`src/design/vdi_pkg.sv`:
```
`timescale 1ns / 1ps
`default_nettype none
// ----------------------------------------------------------------------------
// vdi_pkg
// Shared types and constants of the vertex deduplication indexer.
// ----------------------------------------------------------------------------
package vdi_pkg;

    localparam int COORD_W = 32;
    localparam int INDEX_W = 32;

    typedef struct packed {
        logic [COORD_W-1:0] pos_x;
        logic [COORD_W-1:0] pos_y;
        logic [COORD_W-1:0] pos_z;
    } vdi_in_t;

    typedef struct packed {
        logic [INDEX_W-1:0] vertex_index;
        logic               is_new;
        logic               table_full;
    } vdi_out_t;

    // Lookup transaction as it travels down the cell chain.
    typedef struct packed {
        logic    valid;
        logic    hit;
        logic    is_new;
        vdi_in_t vtx;
    } vdi_probe_t;

endpackage
`default_nettype wire

```
`src/design/vdi_cell.sv`:
```
`timescale 1ns / 1ps
`default_nettype none
// ----------------------------------------------------------------------------
// vdi_cell
// One table entry: compares a passing probe with its stored vertex, takes the
// vertex if it is the first free entry, and hands the probe to the next cell.
// ----------------------------------------------------------------------------
module vdi_cell
    import vdi_pkg::*;
#(
    parameter int CELL_INDEX = 0,
    parameter int IDX_W      = 10
) (
    input  wire logic             clk,
    input  wire logic             rst_n,
    input  wire logic             advance,
    input  wire vdi_probe_t       probe_in,
    input  wire logic [IDX_W-1:0] slot_in,
    output vdi_probe_t            probe_out,
    output logic      [IDX_W-1:0] slot_out
);

    vdi_in_t              vtx_reg;
    vdi_in_t              vtx_next;
    logic                 occupied_reg;
    logic                 occupied_next;
    logic                 valid_reg;
    logic                 hit_reg;
    logic                 is_new_reg;
    vdi_in_t              probe_vtx_reg;
    vdi_probe_t           probe_next;
    logic     [IDX_W-1:0] slot_reg;
    logic     [IDX_W-1:0] slot_next;
    logic                 searching;
    logic                 match;

    assign searching = probe_in.valid && !probe_in.hit && !probe_in.is_new;
    assign match     = occupied_reg && (probe_in.vtx == vtx_reg);

    always_comb
    begin
        vtx_next      = vtx_reg;
        occupied_next = occupied_reg;
        probe_next    = probe_out;
        slot_next     = slot_reg;
        if (advance)
        begin
            probe_next = probe_in;
            slot_next  = slot_in;
            if (searching)
            begin
                if (match)
                begin
                    probe_next.hit = 1'b1;
                    slot_next      = IDX_W'(CELL_INDEX);
                end
                else if (!occupied_reg)
                begin
                    // first free entry: insert here
                    probe_next.is_new = 1'b1;
                    slot_next         = IDX_W'(CELL_INDEX);
                    occupied_next     = 1'b1;
                    vtx_next          = probe_in.vtx;
                end
            end
        end
    end

    always_ff @(posedge clk or negedge rst_n)
    begin
        if (!rst_n)
        begin
            occupied_reg <= 1'b0;
            valid_reg    <= 1'b0;
        end
        else
        begin
            occupied_reg <= occupied_next;
            valid_reg    <= probe_next.valid;
        end
    end

    always_ff @(posedge clk)
    begin
        vtx_reg       <= vtx_next;
        hit_reg       <= probe_next.hit;
        is_new_reg    <= probe_next.is_new;
        probe_vtx_reg <= probe_next.vtx;
        slot_reg      <= slot_next;
    end

    assign probe_out = '{valid: valid_reg, hit: hit_reg, is_new: is_new_reg,
                         vtx: probe_vtx_reg};
    assign slot_out  = slot_reg;

endmodule
`default_nettype wire

```
`config.mk`:
```
export PLATFORM = sky130hd
export DESIGN_NAME = vdi_cell
export DESIGN_NICKNAME = d
export VERILOG_FILES = /design/src/design/vdi_pkg.sv /design/src/design/vdi_cell.sv
export SDC_FILE = /design/constraint.sdc
export NUM_CORES = 1
export LEC_CHECK = 0
export CORE_ASPECT_RATIO = 1.5
export CORE_MARGIN = 2
export CORE_UTILIZATION = 45
export DETAILED_ROUTE_END_ITERATION = 8
export DONT_BUFFER_PORTS = 1
export SETUP_SLACK_MARGIN = 0.05
export SYNTH_ARGS = -nofsm -noshare
export SYNTH_HDL_FRONTEND = slang
export SYNTH_SLANG_ARGS = --single-unit
```
`constraint.sdc`:
```
create_clock -name clk -period 9.5 [get_ports clk]
set_input_delay 1.425 -clock clk [delete_from_list [all_inputs] [get_ports clk]]
set_output_delay 1.425 -clock clk [all_outputs]
set_load 0.02 [all_outputs]
```
==> results_dict.tcl <==
set metrics [dict create \
    slew_headroom_pct 28.7 \
    top_usage_layer "met2" \
    synth_edf_count 204 \
    drc 0 \
    drive_gt1_share_pct 9.02 \
    port_buffers 0 \
    crit_family "simple AND/OR/NAND/NOR gates" \
    layout.nets 500 \
    grtUsageTotal_pct 14.1 \
    clockRootBuffer "clkbuf_16" \
    post_cts_resized 0 \
    power.leakage_nw 2.74 \
    num-fill-cells 1271 \
    cts_htree_levels 1 \
    rsz0062_at_grt "no" \
    period_minus_slack_ps 3210 \
    worstPathCellList "xnor2_1 > nand4_1 > or4_1 > nor4_2 > a21oi_1" \
    wl_um 12800 \
    syn_nets 482 \
    crit_fanout 11 \
    routabilityCongestion 0.708 \
    maxCapViolations 0 \
    setup.worst_path.class "primary input to flip-flop" \
    die_w_um 109 \
    fin_ws_ps 6290 \
    r2r_end "slot_out[7]$_DFFE_PP_" \
    ir_drop_v 0.000118 \
    drt_pre_antenna_iters 4 \
    setup_viol 0 \
    antenna_found_initial 0 \
    seq_area_um2 6180 \
    cts_setup_buffers 0 \
    totalNegativeSetupSlack_ps 0 \
    clock_skew_ps 14.3 \
    cts_hold_buf 0 \
    cts.sinks 206 \
    synthCells 370 \
    synth_top_flop_cell "edfxtp_1" \
    pwr-share-clk_pct 39.1 \
    rrSetupSlack_ps 6820 \
    fin_crit_sh_pct 33.8 \
    power_frac_comb_pct 1.2 \
    die_y_um 161 \
    cts.path.max_buffers 3 \
    min-delay-start "occupied_reg$_DFFE_PN0P_" \
    ys_types 20 \
    coreArea_um2 16200 \
    rows 57 \
    final_util_pct 51.1 \
    cp.arrival_ps 3390 \
    vias_per_cell 5.28 \
    dpl_worst_slack_ps 5810 \
    clock.fmax_mhz 312 \
    grt_pass1_vias 3349 \
    dp_hpwl_um 8670 \
    numCtsBuffers 19 \
    synth.avg_cell_area_um2 20.1 \
    yosysSeqAreaShare_pct 83.1 \
    swShare_pct 20.4 \
    power.total_mw 1.86 \
    drt_iter0_drc 175 \
    ys_warn_count 0 \
    diodes 0 \
    power_density_nw_per_um2 224 \
    cts_tree "built" \
    slowest_delay_ps 930 \
    cp_slowest_cell "nor4_2" \
    internal_power_mw 1.48 \
    async_flop_share_pct 0.971 \
    ant_nets 0 \
    grt_max_degree 111 \
    reg2reg_depth 5 \
    synth_top_area_cell "edfxtp_1" \
    pwr-share-seq_pct 59.6 \
    multi_input_comb_area_um2 1230 \
    ys_top_cells_by_area "edfxtp_1 (82%), xor2_1 (9.4%), xnor2_1 (1.9%), nor4_1 (1.7%), a21oi_1 (0.67%)" \
    endpoint_kind "flip-flop" \
    die-area_um2 17600 \
    pin_count 221 \
    initial_core_util_pct 45.9 \
    clk_pin_slew_ps 60 \
    grtUsageMet1_pct 17.2 \
    min_path_type "flip-flop to flip-flop" \
    clk_latency_ps 480 \
    vias 3194 \
    synth_top_area_share_pct 82.4 \
    grt_pass1_wl_um 18700 \
    holdPathStages 1 \
    status "completed" \
    grt_use_met3_pct 4.08 \
    finalHoldViolations 0 \
    slew_violations 0 \
    wl_per_cell_um 21.2 \
    use_met2_pct 23.8 \
    p_switching_mw 0.380 \
    path_buf_inv 0 \
    syn_to_final_growth_pct 11.4 \
    syn_area_um2 7430 \
    tightest_slew_ps 1060 \
    critPathLaunch "probe_in[63]" \
    timing.rr.start "vtx_reg[63]$_DFFE_PP_" \
    grt_overflow 0 \
    worstHoldEndpoint "occupied_reg$_DFFE_PN0P_" \
    cp.required_ps 9680 \
    cp-start-kind "primary input" \
    yosys_register_bits 206 \
]
[cell usage after synthesis, types with 2 or more instances]
| cell type | number |
|---|---|
| a21oi_1 | 10 |
| buf_4 | 4 |
| dfrtp_1 | 2 |
| edfxtp_1 | 204 |
| nand2_1 | 11 |
| nand2b_1 | 3 |
| nand3_1 | 3 |
| nand4_1 | 8 |
| nor4_1 | 20 |
| xnor2_1 | 16 |
| xor2_1 | 80 |
[logic make-up (layout without fill, tap and decap cells)]
logic type      count (synthesis)  count (layout)  synth area share (%)
compound gates                 11              11                 0.774
simple gates                   51              51                  4.21
flops                         206             206                  83.1
xor+xnor                       96              96                  11.3
mux                             1               1                 0.152
buf+inv                         5              34                 0.455
[how the worst max path moves through the flow]
| stage | slack (ps) | cells past startpoint | end |
|---|---|---|---|
| floorplan | 3220 | 3 | vtx_reg[0]$_DFFE_PP_ |
| global placement | 5890 | 5 | slot_out[6]$_DFFE_PP_ |
| detailed placement | 5810 | 5 | slot_out[2]$_DFFE_PP_ |
| CTS | 6300 | 5 | slot_out[2]$_DFFE_PP_ |
| global route | 6120 | 5 | slot_out[0]$_DFFE_PP_ |
| finish | 6290 | 5 | slot_out[7]$_DFFE_PP_ |
[metal layers]
metal  vias to the layer above  wire length, um  part of all wire [%]
li1                       1442                -                     -
met3                        23             1040                   8.1
met2                       155             6660                    52
met4                         0              251                   2.0
met1                      1574             4870                    38
met5                         -                0                     0
[power by group through the flow]
stage                     clock, mW  sequential, mW  combinational, mW
after floorplan                   0            1.12             0.0228
after global placement            0            1.13             0.0228
after detailed placement          0            1.13             0.0233
after CTS                     0.749            1.11             0.0236
after global routing          0.776            1.11             0.0266
final                         0.727            1.11             0.0231
[cells in the final DEF, fill, tap and decap left out, types with 2 or more instances in the layout]
master,count
edfxtp_1,204
xor2_1,80
nor4_1,20
clkbuf_16,19
xnor2_1,16
nand2_1,11
a21oi_1,10
nand4_1,8
clkinv_2,5
nand2b_1,3
nand3_1,3
clkbuf_8,3
clkbuf_1,2
dfrtp_1,2
buf_4,2
[metrics by stage]
step	instances	area (um2)	hold slack, ps
after global routing	605	8280	617
after global placement	573	7680	588
after floorplan	370	7430	471
after detailed placement	573	7680	601
final	605	8280	601
after CTS	605	8280	613
[layout make-up]
cell class,count,share of cell area (%)
multi-input cells,159,14.9
clock inverters,8,0.907
flip-flops and latches,206,74.6
repair buffers,2,0.181
clock buffers,24,6.33
well taps,206,3.11
Note: power is estimated with default switching activity, not from simulation.
