[config.mk]
export PLATFORM = sky130hd
export DESIGN_NAME = vdi_out_stage
export DESIGN_NICKNAME = d
export VERILOG_FILES = /design/src/design/vdi_pkg.sv /design/src/design/vdi_out_stage.sv
export SDC_FILE = /design/constraint.sdc
export NUM_CORES = 1
export LEC_CHECK = 0
export ABC_CLOCK_PERIOD_IN_PS = 1900
export BUFFER_PORTS_ARGS = -buffer_cell sky130_fd_sc_hd__clkbuf_2
export CORE_MARGIN = 10
export CORE_UTILIZATION = 40
export DETAILED_ROUTE_END_ITERATION = 6
export GPL_TIMING_DRIVEN = 0
export PLACE_DENSITY = 0.82
export SYNTH_ARGS = -nofsm -noshare
export SYNTH_HDL_FRONTEND = slang
export SYNTH_SLANG_ARGS = --single-unit
export TNS_END_PERCENT = 20
[constraint.sdc]
create_clock -name clk -period 1.9 [get_ports clk]
set_input_delay 0.095 -clock clk [delete_from_list [all_inputs] [get_ports clk]]
set_output_delay 0.095 -clock clk [all_outputs]
set_load 0.005 [all_outputs]
[src/design/vdi_pkg.sv]
`timescale 1ns / 1ps
`default_nettype none
// ----------------------------------------------------------------------------
// vdi_pkg
// Shared types and constants of the vertex deduplication indexer.
// ----------------------------------------------------------------------------
package vdi_pkg;

    localparam int COORD_W = 32;
    localparam int INDEX_W = 32;

    typedef struct packed {
        logic [COORD_W-1:0] pos_x;
        logic [COORD_W-1:0] pos_y;
        logic [COORD_W-1:0] pos_z;
    } vdi_in_t;

    typedef struct packed {
        logic [INDEX_W-1:0] vertex_index;
        logic               is_new;
        logic               table_full;
    } vdi_out_t;

    // Lookup transaction as it travels down the cell chain.
    typedef struct packed {
        logic    valid;
        logic    hit;
        logic    is_new;
        vdi_in_t vtx;
    } vdi_probe_t;

endpackage
`default_nettype wire

[src/design/vdi_out_stage.sv]
`timescale 1ns / 1ps
`default_nettype none
// ----------------------------------------------------------------------------
// vdi_out_stage
// Result register at the end of the chain: applies the index offset, flags a
// full table, and produces the chain advance enable.
// ----------------------------------------------------------------------------
module vdi_out_stage
    import vdi_pkg::*;
#(
    parameter int IDX_W = 10
) (
    input  wire logic               clk,
    input  wire logic               rst_n,
    input  wire vdi_probe_t         probe_in,
    input  wire logic [IDX_W-1:0]   slot_in,
    input  wire logic [INDEX_W-1:0] index_offset,
    output logic                    advance,
    output logic                    out_valid,
    input  wire logic               out_ready,
    output vdi_out_t                out_data
);

    logic     out_valid_reg;
    logic     out_valid_next;
    vdi_out_t out_data_reg;
    vdi_out_t out_data_next;
    logic     placed;

    assign advance = !out_valid_reg || out_ready;
    assign placed  = probe_in.hit || probe_in.is_new;

    always_comb
    begin
        out_valid_next = out_valid_reg;
        out_data_next  = out_data_reg;
        if (advance)
        begin
            out_valid_next             = probe_in.valid;
            out_data_next.vertex_index = placed ? (INDEX_W'(slot_in) + index_offset)
                                                : '0;
            out_data_next.is_new       = probe_in.is_new;
            out_data_next.table_full   = !placed;
        end
    end

    always_ff @(posedge clk or negedge rst_n)
    begin
        if (!rst_n)
        begin
            out_valid_reg <= 1'b0;
        end
        else
        begin
            out_valid_reg <= out_valid_next;
        end
    end

    always_ff @(posedge clk)
    begin
        out_data_reg <= out_data_next;
    end

    assign out_valid = out_valid_reg;
    assign out_data  = out_data_reg;

endmodule
`default_nettype wire

==> impl_metrics.tcl, run 1 <==
set metrics [dict create \
    status "finished clean" \
    io_buffers 83 \
    largest_reg_flops 34 \
    fin_crit_sh_pct 95.91 \
    cp-end-kind "flip-flop" \
    arrival_ns 1.87 \
    clkTransAtPathRegs_ns 0.07 \
    vias 2151 \
    placed_cells 373 \
    power_density_nw_per_um2 757.4 \
    synth_commonest_cells "edfxtp_1, a21oi_1, nand2_1, nor2_1" \
    slew-limit-headroom_pct 42.09 \
    grt_pass1_wl_mm 10.41 \
    synth_area_leaders "edfxtp_1, ha_1, a21oi_1, o31ai_1, or4_1" \
    ctsLongestPathBuffers 2 \
    fmax_ghz 0.5488 \
    yosysMostFrequentCell "edfxtp_1" \
    vias_per_cell 5.530 \
    layout-drive-gt1-share_pct 38.80 \
    required_ns 1.95 \
    use_met2_pct 22.67 \
    yosysTopAreaCell "edfxtp_1" \
    top_usage_layer "met2" \
    ir_worst_vdd_mv 0.3955 \
    regArea_sq_um 1046 \
    grt_max_degree 37 \
    switchingPower_uw 616.5 \
    synth-main-ff-cell "edfxtp_1" \
    n_fill_cell 463 \
    antenna_found_initial 0 \
    drv_slew 0 \
    drt-initial-drc-count 121 \
    clockRootBuffer "clkbuf_8" \
    slowest_delay_ns 0.37 \
    crit_start "slot_in[0]" \
    p_leak_nw 1.267 \
    fp-row-count 27 \
    maxCapViolCount 0 \
    stdcell_count 389 \
    wire_per_inst_microns 16.65 \
    syn_inst 218 \
    core_area_sq_um 5507 \
    initial_core_util_pct 41.35 \
    start_kind "input port" \
    cp_slowest_cell "fa_2" \
    clk_latency_ns 0.29 \
    routabilityCongestion 0.8788 \
    hpwl_mm 4.954 \
    ys_warn_count 0 \
    finalCriticalPeriod_ns 1.822 \
    tightestPinTransition_ns 0.8686 \
    grt_overflow 0 \
    io_pins 180 \
    finalWirelength_mm 6.476 \
    total_power_mw 2.346 \
    combPwrFrac_pct 24.4 \
    seq_power_share_pct 41.5 \
    nets 471 \
    place_area_sq_um 2813 \
    hold_violations 0 \
    p_clk_share_pct 34.1 \
    crit_type "in -> reg" \
    synth_edf_count 34 \
    post-synth-top-area-fraction_pct 44.84 \
    die_area_sq_um 9111 \
    p_int_mw 1.730 \
    syn-num-nets 373 \
    fp.dieH_microns 95.45 \
    multi_input_area_sq_um 1265 \
    cts_tree "yes" \
    crit_family "compound AO/OA/AOI/OAI gates" \
    cts_buffers 5 \
    finClkSkew_ns 0.005097 \
    syn_to_final_growth_pct 36.04 \
    syn_area_per_cell_sq_um 10.45 \
    htreeDepth 2 \
    synth_area_sq_um 2277 \
    dr.pass1.iters 5 \
    async_flop_share_pct 2.857 \
    swShare_pct 26.28 \
    cp_num_buf_inv 2 \
    grtUsageMet1_pct 17.75 \
    cts.sinks 35 \
    finalSetupViolations 0 \
    die_w_microns 95.45 \
    path_cells "clkbuf_2 -> ha_4 -> fa_2 -> a21o_1 -> a221oi_4 -> o21a_2 -> buf_6 -> nor4_2 -> o21a_1" \
    grt_pass1_vias 2168 \
    drc_errors 0 \
    fin_util_pct 56.26 \
    synth.distinct_cells 53 \
    cp_max_fo 7 \
    synth-seq-cells 35 \
    ys_seq_area_share_pct 45.93 \
    gr-usage-met3_pct 4.321 \
    postRouteAntennaNets 0 \
    r2r_start "out_valid$_DFFE_PN0P_" \
    hp-class "in -> async" \
    grt_usage_pct 14.34 \
    whs_ns 0.1135 \
    design_area_sq_um 3098 \
    antennaDiodeCount 0 \
]
-- metal layers --
metal  vias to the layer above  wire length [microns]
li1                       1063                      -
met1                       985                   2630
met2                        95                   3017
met3                         8                    715
met4                         0                    114
met5                         -                      0
-- logic make-up (layout without fill, tap and decap cells) --
| kind of cell | Yosys count | count (layout) | synth area share (%) |
|---|---|---|---|
| AOI/OAI and AO/OA | 67 | 67 | 20.55 |
| xor gates and xnor gates | 9 | 9 | 3.461 |
| adders and majority gates | 11 | 11 | 6.374 |
| buffers and inverters | 15 | 114 | 2.801 |
| DFF | 35 | 35 | 45.93 |
| muxes | 1 | 1 | 0.4396 |
| and+or+nand+nor | 80 | 80 | 20.44 |
-- final timing paths --
check                           cells past startpoint  slack [ns]                    endpoint
worst max-delay path                                9        0.08  out_data[30]$_SDFFCE_PP0P_
worst min-delay path                                2        0.11       out_valid$_DFFE_PN0P_
worst max register to register                      1        0.50  out_data[20]$_SDFFCE_PP0P_
worst min register to register                      2        1.11       out_valid$_DFFE_PN0P_
max in group asynchronous                           2        1.70       out_valid$_DFFE_PN0P_
min in group clk                                    3        0.19  out_data[33]$_SDFFCE_PP0P_
-- stage by stage --
step                 TNS [ns]  worst slack (ns)
global route        -0.002556         -0.002556
detailed placement     -7.645           -0.4814
CTS                         0          0.001830
finish                      0           0.07774
global placement       -7.287           -0.4465
floorplan            -0.06065          -0.06065
-- layout make-up --
cell class / instances / area share [%]
plain buffers: 8 / 1.535
clock buffers: 5 / 2.221
clock inverters: 3 / 2.181
inverters: 6 / 0.7270
multi-input cells: 168 / 40.83
flip-flops and latches: 35 / 33.76
well taps: 72 / 2.908
repair buffers: 92 / 15.83
-- cell usage in the layout, fill, tap and decap left out, types with 5 or more instances in the layout --
master / count
a21oi_1: 21
and3_1: 5
buf_4: 7
clkbuf_2: 84
clkbuf_8: 5
edfxtp_1: 34
ha_1: 8
nand2_1: 16
nand2b_1: 5
nand3_1: 6
nand4_1: 5
nor2_1: 16
o31ai_1: 10
or4_1: 9
xor2_1: 5
-- what timing repair did --
action / in CTS / in global routing
hold endpoints to repair: 3 / 0
setup buffers: 1 / 5
hold buffers: 3 / 0
pin swaps: 2 / 3
endpoints found under the setup margin: 18 / 18
gates resized for setup: 3 / 12
-- power by group through the flow --
stage	logic [mW]	clock network [mW]	registers [mW]
CTS	0.533	0.809	0.975
detailed placement	0.512	0	0.992
global placement	0.499	0	0.990
global route	0.632	0.841	0.982
floorplan	0.269	0	1.00
finish	0.572	0.800	0.974
Note: power is estimated with default switching activity, not from simulation.
==> inputs of run 2 (changes only) <==
Settings changed: ABC_AREA set to 1, PLACE_DENSITY 0.82 to 0.79.
==> impl_metrics.tcl, run 2 <==
set metrics [dict create \
    antenna_found_initial 0 \
    io_pins 180 \
    syn-num-nets 499 \
    finalSetupViolations 0 \
    post-synth-top-area-fraction_pct 39.67 \
    synth_area_sq_um 2574 \
    clk_latency_ns 0.29 \
    synth-compound-area-share_pct 7.973 \
    crit_type "reg -> out" \
    rrSetupSlack_ns 0.51 \
    design_area_sq_um 3199 \
    fp-row-count 29 \
    grt_overflow 0 \
    drc_errors 0 \
    fin_crit_sh_pct 86.55 \
    wire_per_inst_microns 14.42 \
    final_common_cell "nand2_1" \
    rsz0062_at_grt "false" \
    power_density_nw_per_um2 637.4 \
    die_area_sq_um 10040 \
    hpwl_mm 6.078 \
    finClkSkew_ns 0.01052 \
    clockRootBuffer "clkbuf_8" \
    clkTransAtPathRegs_ns 0.08 \
    antennaDiodeCount 0 \
    ctsLongestPathBuffers 2 \
    cts.sinks 35 \
    postRouteAntennaNets 0 \
    tightestPinTransition_ns 0.8432 \
    async_flop_share_pct 2.857 \
    vias_per_cell 4.835 \
    start_kind "flip-flop" \
    required_ns 1.80 \
    fin_util_pct 50.67 \
    finalCriticalPeriod_ns 1.644 \
    initial_core_util_pct 40.76 \
    layout-drive-gt1-share_pct 28.60 \
    synth_xor_area_share_pct 0.3403 \
    nets 591 \
    p_leak_nw 1.646 \
    slew-limit-headroom_pct 43.59 \
    synth-main-ff-cell "edfxtp_1" \
    fmax_ghz 0.6081 \
    die_w_microns 100.2 \
    ir_worst_vdd_mv 0.3257 \
    fin_setup_tns_ns 0 \
    synth-seq-cells 35 \
    n_fill_cell 644 \
    regArea_sq_um 1046 \
    multi_input_area_sq_um 1323 \
    htreeDepth 2 \
    synthAdderAreaFrac_pct 5.639 \
    fp.dieH_microns 100.2 \
    hold_violations 0 \
    synth_edf_count 34 \
    synth.area.mux_share_pct 0 \
    maxCapViolCount 0 \
    dr.pass1.iters 4 \
    grt_max_degree 37 \
    hp-class "in -> reg" \
    syn_area_per_cell_sq_um 7.482 \
    synth_commonest_cells "nand2_1, inv_1, nor2_1" \
    cp-end-kind "output pin" \
    syn_to_final_growth_pct 24.31 \
    arrival_ns 1.55 \
    synth_top_family_by_area "simple AND/OR/NAND/NOR gates" \
    grt_pass1_vias 2386 \
    ys_seq_area_share_pct 40.64 \
    syn_inst 344 \
    finalWirelength_mm 7.413 \
    io_buffers 83 \
    core_area_sq_um 6314 \
    cp_max_fo 36 \
    routabilityCongestion 0.8786 \
    status "finished clean" \
    ys_warn_count 0 \
    yosysTopAreaCell "edfxtp_1" \
    grt_usage_pct 14.56 \
    final_cell_mix "nand2_1, clkbuf_2, inv_1" \
    cts_tree "yes" \
    drt-initial-drc-count 165 \
    cts_buffers 5 \
    vias 2485 \
    place_area_sq_um 3085 \
    synth_area_leaders "edfxtp_1, nand2_1, inv_1, nor2_1, a21oi_1" \
    synth.distinct_cells 29 \
    yosys.area_share.simple_pct 37.34 \
    drv_slew 0 \
    yosysMostFrequentCell "nand2_1" \
    largest_reg_flops 34 \
    grt_pass1_wl_mm 11.83 \
]
==> run 2: cell count changes after synthesis, sizes merged, moves of 6 or more <==
cell and delta:
nand2 +92, inv +47, nor2 +32, nand3 +23
o31ai -10, or4 -9, nor3 +8, a21oi +6
nand2b -6
==> run 2: logic make-up (layout without fill, tap and decap cells) <==
| family | count (synthesis) | in the layout |
|---|---|---|
| buffers and inverters | 55 | 148 |
| adder cells (fa/ha/maj) | 11 | 11 |
| AO/OA/AOI/OAI | 40 | 40 |
| XOR/XNOR | 1 | 1 |
| AND/OR/NAND/NOR | 202 | 202 |
| flip-flops | 35 | 35 |
==> run 2: repair_timing <==
action                     in CTS  in global routing
buffers inserted                0                  0
hold buffers                    2                  0
setup endpoints to repair       1                  0
resized for setup               1                  0
hold endpoints to repair        2                  0
==> run 2: report_power, final <==
group | internal [mW] | switching [mW] | leakage, nW
logic | 0.188 | 0.302 | 1.24
registers | 0.946 | 0.0197 | 0.362
clock network | 0.293 | 0.291 | 0.0482
==> run 2: stage by stage <==
step / power [mW] / instances / hold WS, ns / setup WS, ns
floorplan: 1.252 / 344 / -0.2006 / 0.2946
CTS: 2.054 / 514 / 0.005698 / 0.2251
global placement: 1.462 / 504 / -0.1301 / 0.01683
detailed placement: 1.473 / 504 / -0.1290 / 0.005501
global route: 2.160 / 514 / 0.008939 / 0.1442
finish: 2.039 / 514 / 0.001304 / 0.2555
==> run 2: worst max-delay path, stage by stage, from the launching register on <==
cell,delay (ns)
dfrtp_1,0.39
nand2_2,0.62
clkbuf_2,0.24
==> run 2: layout make-up <==
type,count,share of cell area [%]
Clock inverter,1,0.1564
Timing Repair Buffer,85,13.61
Multi-Input combinational cell,254,41.34
Sequential cell,35,32.69
Tap cell,77,3.011
Buffer,3,0.3911
Clock buffer,7,2.698
Inverter,52,6.101
==> run 2: final timing paths <==
kind                                       startpoint                          to  depth (start not counted)
max in group asynchronous                       rst_n       out_valid$_DFFE_PN0P_                          2
worst max-delay path            out_valid$_DFFE_PN0P_                     advance                          2
worst max register to register  out_valid$_DFFE_PN0P_  out_data[22]$_SDFFCE_PP0P_                          1
worst min-delay path                     probe_in[96]       out_data[1]$_DFFE_PP_                          1
worst min register to register  out_valid$_DFFE_PN0P_       out_valid$_DFFE_PN0P_                          2
min in group asynchronous                       rst_n       out_valid$_DFFE_PN0P_                          2
==> run 2: metal layers <==
layer | track usage, % | share of wire (%)
met4 | 3.804 | 1.0
met2 | 23.29 | 46
met1 | 18.12 | 45
met5 | 0 | 0
met3 | 5.220 | 8.5
